## src/hdl/bed_pkg.sv

```systemverilog
`default_nettype none

package bed_pkg;

  // Parser modes of the escape decoder.
  typedef enum logic [2:0] {
    MODE_TEXT   = 3'd0,
    MODE_OPEN   = 3'd1,
    MODE_SPACE  = 3'd2,
    MODE_NUMBER = 3'd3,
    MODE_SKIP   = 3'd4
  } bed_mode_t;

  localparam logic [7:0] CH_OPEN  = 8'h3C;
  localparam logic [7:0] CH_CLOSE = 8'h3E;
  localparam logic [7:0] CH_ZERO  = 8'h30;
  localparam logic [7:0] CH_NINE  = 8'h39;
  localparam logic [7:0] CH_PLUS  = 8'h2B;
  localparam logic [7:0] CH_MINUS = 8'h2D;
  localparam logic [7:0] CH_SPACE = 8'h20;
  localparam logic [7:0] CH_TAB   = 8'h09;
  localparam logic [7:0] CH_CR    = 8'h0D;

  // Parser state carried from one byte to the next.
  typedef struct packed {
    bed_mode_t  mode;
    logic [7:0] acc;
    logic       neg;
  } bed_state_t;

  // Decoded result of one byte.
  typedef struct packed {
    logic       emit;
    logic [7:0] data;
  } bed_result_t;

  localparam bed_state_t STATE_RESET = '{mode: MODE_TEXT, acc: 8'd0, neg: 1'b0};

endpackage

`default_nettype wire

```

## src/hdl/bracket_escape_decoder_unit.sv

```systemverilog
`default_nettype none

// Angle-bracket escape decoder. Each request carries one text byte and a flag
// that marks the final byte of a string. Plain bytes pass through; "<<" gives
// a literal '<'; '<' followed by a decimal number (optional leading
// whitespace and sign) gives that number modulo 256, with a missing number
// giving zero, and everything after the number up to the closing '>' is
// dropped. A request marked last closes any escape still open and returns the
// parser to plain text. A request gives zero or one result byte. The block
// takes one request per clock cycle at a sustained rate while the result side
// is not stalled: the whole decode of a byte is a short piece of logic between
// the input register and the result register, and the parser state updates as
// each byte leaves the input register. A byte that gives a result passes
// through the input register and then the result register to the result port.
module bracket_escape_decoder_unit (
  input  wire logic       clk,
  input  wire logic       rst,
  input  wire logic       text_valid,
  output logic            text_ready,
  input  wire logic [7:0] text_byte,
  input  wire logic       is_last,
  output logic            data_valid,
  input  wire logic       data_ready,
  output logic [7:0]      data_byte
);

  // Input register.
  logic       hold_valid;
  logic [7:0] hold_byte;
  logic       hold_last;

  // Parser state.
  bed_pkg::bed_state_t  state;
  bed_pkg::bed_state_t  state_next;
  bed_pkg::bed_result_t result;

  logic advance;

  // The held byte is decoded once the result register is free or is being
  // emptied in this same cycle.
  assign advance    = hold_valid && (!data_valid || data_ready);
  assign text_ready = !hold_valid || advance;

  always_ff @(posedge clk) begin
    if (rst) begin
      hold_valid <= 1'b0;
    end else if (text_ready) begin
      hold_valid <= text_valid;
    end
  end

  always_ff @(posedge clk) begin
    if (text_ready && text_valid) begin
      hold_byte <= text_byte;
      hold_last <= is_last;
    end
  end

  bed_step u_step (
    .state      (state),
    .text_byte  (hold_byte),
    .is_last    (hold_last),
    .state_next (state_next),
    .result     (result)
  );

  // The parser state only moves when a byte is actually decoded.
  always_ff @(posedge clk) begin
    if (rst) begin
      state <= bed_pkg::STATE_RESET;
    end else if (advance) begin
      state <= state_next;
    end
  end

  // Result register. It is refilled whenever it is free or being emptied.
  always_ff @(posedge clk) begin
    if (rst) begin
      data_valid <= 1'b0;
    end else if (!data_valid || data_ready) begin
      data_valid <= advance && result.emit;
    end
  end

  always_ff @(posedge clk) begin
    if (advance && result.emit) begin
      data_byte <= result.data;
    end
  end

  // A decoded byte marked last always leaves the parser in plain text mode.
  assert property (@(posedge clk) disable iff (rst)
    advance && hold_last |=> state == bed_pkg::STATE_RESET)
    else $error("parser not reset after the final byte of a string");

  // A byte held back by a stalled result stays in the input register.
  assert property (@(posedge clk) disable iff (rst)
    hold_valid && !advance |=> hold_valid && $stable(hold_byte) && $stable(hold_last))
    else $error("held byte lost while the result side stalled");

  // The input side is only refused while both registers are occupied.
  assert property (@(posedge clk) disable iff (rst)
    !text_ready |-> hold_valid && data_valid && !data_ready)
    else $error("request refused without a stall");

  // The parser state does not move while no byte is decoded.
  assert property (@(posedge clk) disable iff (rst)
    !advance |=> $stable(state))
    else $error("parser state changed without a decoded byte");

endmodule

`default_nettype wire

```

## src/hdl/bed_step.sv

```systemverilog
`default_nettype none

// Decodes one byte against the current parser state.
module bed_step (
  input  wire bed_pkg::bed_state_t  state,
  input  wire logic [7:0]           text_byte,
  input  wire logic                 is_last,
  output bed_pkg::bed_state_t       state_next,
  output bed_pkg::bed_result_t      result
);

  logic              is_digit;
  logic              is_blank;
  logic [7:0]        digit;
  logic [7:0]        close_value;
  bed_pkg::bed_mode_t mode_step;
  logic [7:0]        acc_step;
  logic              neg_step;
  logic              emit_step;
  logic [7:0]        data_step;
  logic [7:0]        flush_value;

  assign is_digit = (text_byte >= bed_pkg::CH_ZERO) && (text_byte <= bed_pkg::CH_NINE);
  assign is_blank = (text_byte == bed_pkg::CH_SPACE) ||
                    ((text_byte >= bed_pkg::CH_TAB) && (text_byte <= bed_pkg::CH_CR));
  assign digit = text_byte - bed_pkg::CH_ZERO;
  assign close_value = state.neg ? (8'd0 - state.acc) : state.acc;

  // Next mode.
  always_comb begin
    mode_step = state.mode;
    case (state.mode)
      bed_pkg::MODE_OPEN, bed_pkg::MODE_SPACE: begin
        if (state.mode == bed_pkg::MODE_OPEN && text_byte == bed_pkg::CH_OPEN) begin
          mode_step = bed_pkg::MODE_TEXT;
        end else if (text_byte == bed_pkg::CH_CLOSE) begin
          mode_step = bed_pkg::MODE_TEXT;
        end else if (is_blank) begin
          mode_step = bed_pkg::MODE_SPACE;
        end else if (text_byte == bed_pkg::CH_PLUS || text_byte == bed_pkg::CH_MINUS ||
                     is_digit) begin
          mode_step = bed_pkg::MODE_NUMBER;
        end else begin
          mode_step = bed_pkg::MODE_SKIP;
        end
      end
      bed_pkg::MODE_NUMBER: begin
        if (text_byte == bed_pkg::CH_CLOSE) begin
          mode_step = bed_pkg::MODE_TEXT;
        end else if (!is_digit) begin
          mode_step = bed_pkg::MODE_SKIP;
        end
      end
      bed_pkg::MODE_SKIP: begin
        if (text_byte == bed_pkg::CH_CLOSE) begin
          mode_step = bed_pkg::MODE_TEXT;
        end
      end
      default: begin
        mode_step = (text_byte == bed_pkg::CH_OPEN) ? bed_pkg::MODE_OPEN : bed_pkg::MODE_TEXT;
      end
    endcase
  end

  // Accumulator, sign and result.
  always_comb begin
    acc_step  = state.acc;
    neg_step  = state.neg;
    emit_step = 1'b0;
    data_step = text_byte;
    case (state.mode)
      bed_pkg::MODE_OPEN, bed_pkg::MODE_SPACE: begin
        if (state.mode == bed_pkg::MODE_OPEN && text_byte == bed_pkg::CH_OPEN) begin
          emit_step = 1'b1;
          data_step = bed_pkg::CH_OPEN;
          acc_step  = 8'd0;
          neg_step  = 1'b0;
        end else if (text_byte == bed_pkg::CH_CLOSE) begin
          emit_step = 1'b1;
          data_step = close_value;
          acc_step  = 8'd0;
          neg_step  = 1'b0;
        end else if (is_blank || text_byte == bed_pkg::CH_PLUS) begin
          acc_step = state.acc;
        end else if (text_byte == bed_pkg::CH_MINUS) begin
          neg_step = 1'b1;
        end else if (is_digit) begin
          acc_step = digit;
        end
      end
      bed_pkg::MODE_NUMBER: begin
        if (text_byte == bed_pkg::CH_CLOSE) begin
          emit_step = 1'b1;
          data_step = close_value;
          acc_step  = 8'd0;
          neg_step  = 1'b0;
        end else if (is_digit) begin
          // acc * 10 + digit, wrapping at eight bits.
          acc_step = {state.acc[4:0], 3'b000} + {state.acc[6:0], 1'b0} + digit;
        end
      end
      bed_pkg::MODE_SKIP: begin
        if (text_byte == bed_pkg::CH_CLOSE) begin
          emit_step = 1'b1;
          data_step = close_value;
          acc_step  = 8'd0;
          neg_step  = 1'b0;
        end
      end
      default: begin
        if (text_byte == bed_pkg::CH_OPEN) begin
          acc_step = 8'd0;
          neg_step = 1'b0;
        end else begin
          emit_step = 1'b1;
        end
      end
    endcase
  end

  assign flush_value = neg_step ? (8'd0 - acc_step) : acc_step;

  // The final byte of a string closes any escape still open and resets the parser.
  always_comb begin
    if (is_last) begin
      state_next  = bed_pkg::STATE_RESET;
      result.emit = emit_step || (mode_step != bed_pkg::MODE_TEXT);
      result.data = emit_step ? data_step : flush_value;
    end else begin
      state_next.mode = mode_step;
      state_next.acc  = acc_step;
      state_next.neg  = neg_step;
      result.emit     = emit_step;
      result.data     = data_step;
    end
  end

endmodule

`default_nettype wire

```

## config.mk

```make
export PLATFORM = sky130hd
export DESIGN_NAME = bracket_escape_decoder_unit
export DESIGN_NICKNAME = d
export VERILOG_FILES = /design/src/hdl/bed_pkg.sv /design/src/hdl/bracket_escape_decoder_unit.sv /design/src/hdl/bed_step.sv
export SDC_FILE = /design/constraint.sdc
export NUM_CORES = 1
export LEC_CHECK = 0
export ABC_AREA = 1
export ABC_CLOCK_PERIOD_IN_PS = 7100
export BUFFER_PORTS_ARGS = -buffer_cell sky130_fd_sc_hd__buf_2
export CELL_PAD_IN_SITES_DETAIL_PLACEMENT = 1
export CELL_PAD_IN_SITES_GLOBAL_PLACEMENT = 1
export CORE_UTILIZATION = 30
export CTS_CLUSTER_SIZE = 20
export DETAILED_ROUTE_END_ITERATION = 8
export HOLD_SLACK_MARGIN = 0.12
export MAX_ROUTING_LAYER = met4
export PLACE_DENSITY = 0.63
export SLEW_MARGIN = 5
export SYNTH_ARGS = -nofsm -noshare
export SYNTH_HDL_FRONTEND = slang
export SYNTH_SLANG_ARGS = --single-unit
```

## constraint.sdc

```tcl
create_clock -name clk -period 7.1 [get_ports clk]
set_input_delay 0.355 -clock clk [delete_from_list [all_inputs] [get_ports clk]]
set_output_delay 0.355 -clock clk [all_outputs]
set_load 0.02 [all_outputs]
```

==> results.sh <==
export IMPL_yosysTopAreaCell="edfxtp_1"
export IMPL_area_delta_synth_final_pct=11.67
export IMPL_max_slew_margin_pct=40.17
export IMPL_maxSlewViolCount=0
export IMPL_die_area_um2=9860
export IMPL_cts_tree="built"
export IMPL_crit_type="reg -> reg"
export IMPL_ys_warn_count=0
export IMPL_antenna_found_initial=0
export IMPL_status="completed"
export IMPL_ys_ff_latch=31
export IMPL_synth_area_leaders="edfxtp_1, nand2_1, dfxtp_1"
export IMPL_endpoint_kind="register"
export IMPL_htree_num_levels=2
export IMPL_nets=467
export IMPL_ys_async_sr_fraction_pct=0
export IMPL_clkSinkCount=31
export IMPL_pre_cts_ws_ns=3.812
export IMPL_syn_area_um2=2840
export IMPL_hold_viol=0
export IMPL_cts_buffers=5
export IMPL_crit_path_start_kind="register"
export IMPL_crit_required_ns=7.14
export IMPL_fmax_ghz=0.2990
export IMPL_io_buffer_count=22
export IMPL_hp_class="in -> reg"
export IMPL_num_io_pins=23
export IMPL_synth_top_flop_cell="edfxtp_1"
export IMPL_hold_buffers=0
export IMPL_synth_seq_area_share_pct=27.84
export IMPL_cts_buffer_depth=2
export IMPL_synthTopCellsByCount="nand2_1, inv_1, nor2_1"
export IMPL_grt_total_usage_pct=21.10
export IMPL_grt_pass1_vias=2823
export IMPL_placementRows=35
export IMPL_routabilityCongestion=0.9578
export IMPL_vias=2789
export IMPL_grt_first_pass_wirelength_um=15330
export IMPL_peakVddDrop_uv=69.73
export IMPL_cap_violations=0
export IMPL_dp_hpwl_um=7550
export IMPL_drt_wirelength_per_cell_um=16.98
export IMPL_cts_resized=0
export IMPL_synth_edff_count=17
export IMPL_avgSynthCellArea_um2=6.877
export IMPL_core_area_um2=9196
export IMPL_clock_skew_ns=0.006392
export IMPL_post_cts_buffers=0
export IMPL_clkLatencyLatePin_ns=0.29
export IMPL_critical_path_max_fanout=5
export IMPL_die_w_um=99.30
export IMPL_netlist_instances=413
export IMPL_critPathArrivalTime_ns=3.39
export IMPL_rsz0062_at_grt="no"
export IMPL_synth_cell_types=36
export IMPL_syn_num_nets=444
export IMPL_p_leak_nw=1.492
export IMPL_drt_pass1_iter_count=5
export IMPL_finalCriticalPeriod_ns=3.344
export IMPL_fin_crit_sh_pct=47.10
export IMPL_ant_nets=0
export IMPL_vias_per_cell=5.089
export IMPL_drcViolationCount=0
export IMPL_drive_above_1_share_pct=16.48
export IMPL_path_clk_slew_ns=0.07
export IMPL_synth_most_common_cell="nand2_1"
export IMPL_drt_iter0_drc=113
export IMPL_yosysTopAreaCellShare_pct=17.97
export IMPL_setup_viol=0
export IMPL_cts_root_buf="clkbuf_8"
export IMPL_tns_ns=0
export IMPL_initial_core_util_pct=30.88
export IMPL_finalWirelength_um=9303
export IMPL_grt_max_degree=15
export IMPL_finalWorstSetupSlack_ns=3.756
export IMPL_dieHeight_um=99.30
export IMPL_power_density_cell_area_nw_per_um2=134.5
export IMPL_num_antenna_cells=0
export IMPL_grt_overflow=0
export IMPL_worstMarginPinSlew_ns=0.8942
[flip-flops by register name, summed over array words and instances, names as in the netlist]
| name | count |
|---|---|
| hold_valid | 1 |
| data_byte | 8 |
| state | 12 |
| hold_last | 1 |
| data_valid | 1 |
| hold_byte | 8 |
[metrics by stage]
step | cell area, µm² | hold WS (ns) | cells | utilization (%) | total power, W
after global routing | 3172 | 0.2259 | 548 | 34.49 | 0.0004454
after detailed placement | 3065 | 0.5192 | 540 | 33.33 | 0.0002532
after floorplan | 2840 | 0.4241 | 413 | - | 0.0002366
final | 3172 | 0.2403 | 548 | 34.49 | 0.0004268
after CTS | 3172 | 0.2291 | 548 | 34.49 | 0.0004327
after global placement | 3065 | 0.4992 | 540 | 33.33 | 0.0002520
[metal layers]
layer  vias up  GRT usage, %  share of wire, %
met5         -             -                 0
met4         0         5.543               1.8
met3        12         2.178               3.3
met2        60         34.51                47
met1      1334         27.88                48
li1       1383             -                 -
[report_power, final]
part,internal [W],leakage [nW],switching (W)
logic,0.0000154,1.16,0.0000307
registers,0.000196,0.276,0.00000673
clock network,0.000105,0.0524,0.0000728
total,0.000317,1.49,0.000110
[worst max-delay path, cell delays in order, from the launching register on]
cell	delay, ns
edfxtp_1	0.46
inv_1	0.20
ha_1	0.29
fa_1	0.44
ha_1	0.34
nand2_1	0.07
o21ai_0	0.26
xnor2_1	0.16
nand2_1	0.06
a21oi_1	0.12
nand2_1	0.07
nand2_1	0.10
nand2_1	0.06
nor2_1	0.08
nand2_1	0.08
nand3_1	0.08
nand2_1	0.05
nor2_1	0.10
nor2_1	0.05
[layout by cell type, fill, tap and decap left out, types with 2 or more instances in the layout]
cell / instances
nand2_1: 114
inv_1: 49
nor2_1: 36
a21oi_1: 29
nand3_1: 29
buf_2: 22
edfxtp_1: 17
dfxtp_1: 14
inv_2: 13
o21ai_0: 13
ha_1: 13
xor2_1: 9
nor3_1: 7
o22ai_1: 7
nor2_4: 6
nor2_2: 6
o21ai_1: 6
nand2_2: 5
fa_1: 5
clkbuf_8: 5
nand4_1: 4
nand3_2: 3
xnor2_1: 3
o211ai_1: 3
nor3_4: 2
nor2_8: 2
or2_2: 2
a31oi_1: 2
clkbuf_1: 2
[worst paths after layout]
path / start / endpoint / slack [ns] / depth (start not counted)
setup / recovery: hold_byte[4]$_DFFE_PP_ / data_byte[7]$_DFFE_PP_ / 3.76 / 18
hold / removal: is_last / hold_last$_DFFE_PP_ / 0.24 / 1
setup reg to reg: hold_byte[4]$_DFFE_PP_ / data_byte[7]$_DFFE_PP_ / 3.76 / 18
hold reg to reg: data_valid$_SDFFE_PP0P_ / data_valid$_SDFFE_PP0P_ / 0.53 / 2
[cells by family after synthesis]
group           after synthesis  share of synthesized area, %
simple gates                219                         37.31
buf+inv                      69                         9.339
flops                        31                         27.84
mux                           1                        0.3524
compound gates               63                         12.20
xor+xnor                     12                         3.701
fa+ha+maj                    18                         9.251
[layout make-up]
cell class | count | area (µm²)
clock buffer | 7 | 76.32
tap | 111 | 138.9
inverter | 63 | 241.5
fill | 1168 | 6025
clock inverter | 1 | 30.03
multi-input combinational | 313 | 1784
sequential | 31 | 790.8
timing repair buffer | 22 | 110.1
(Power assumes the default switching activity.)
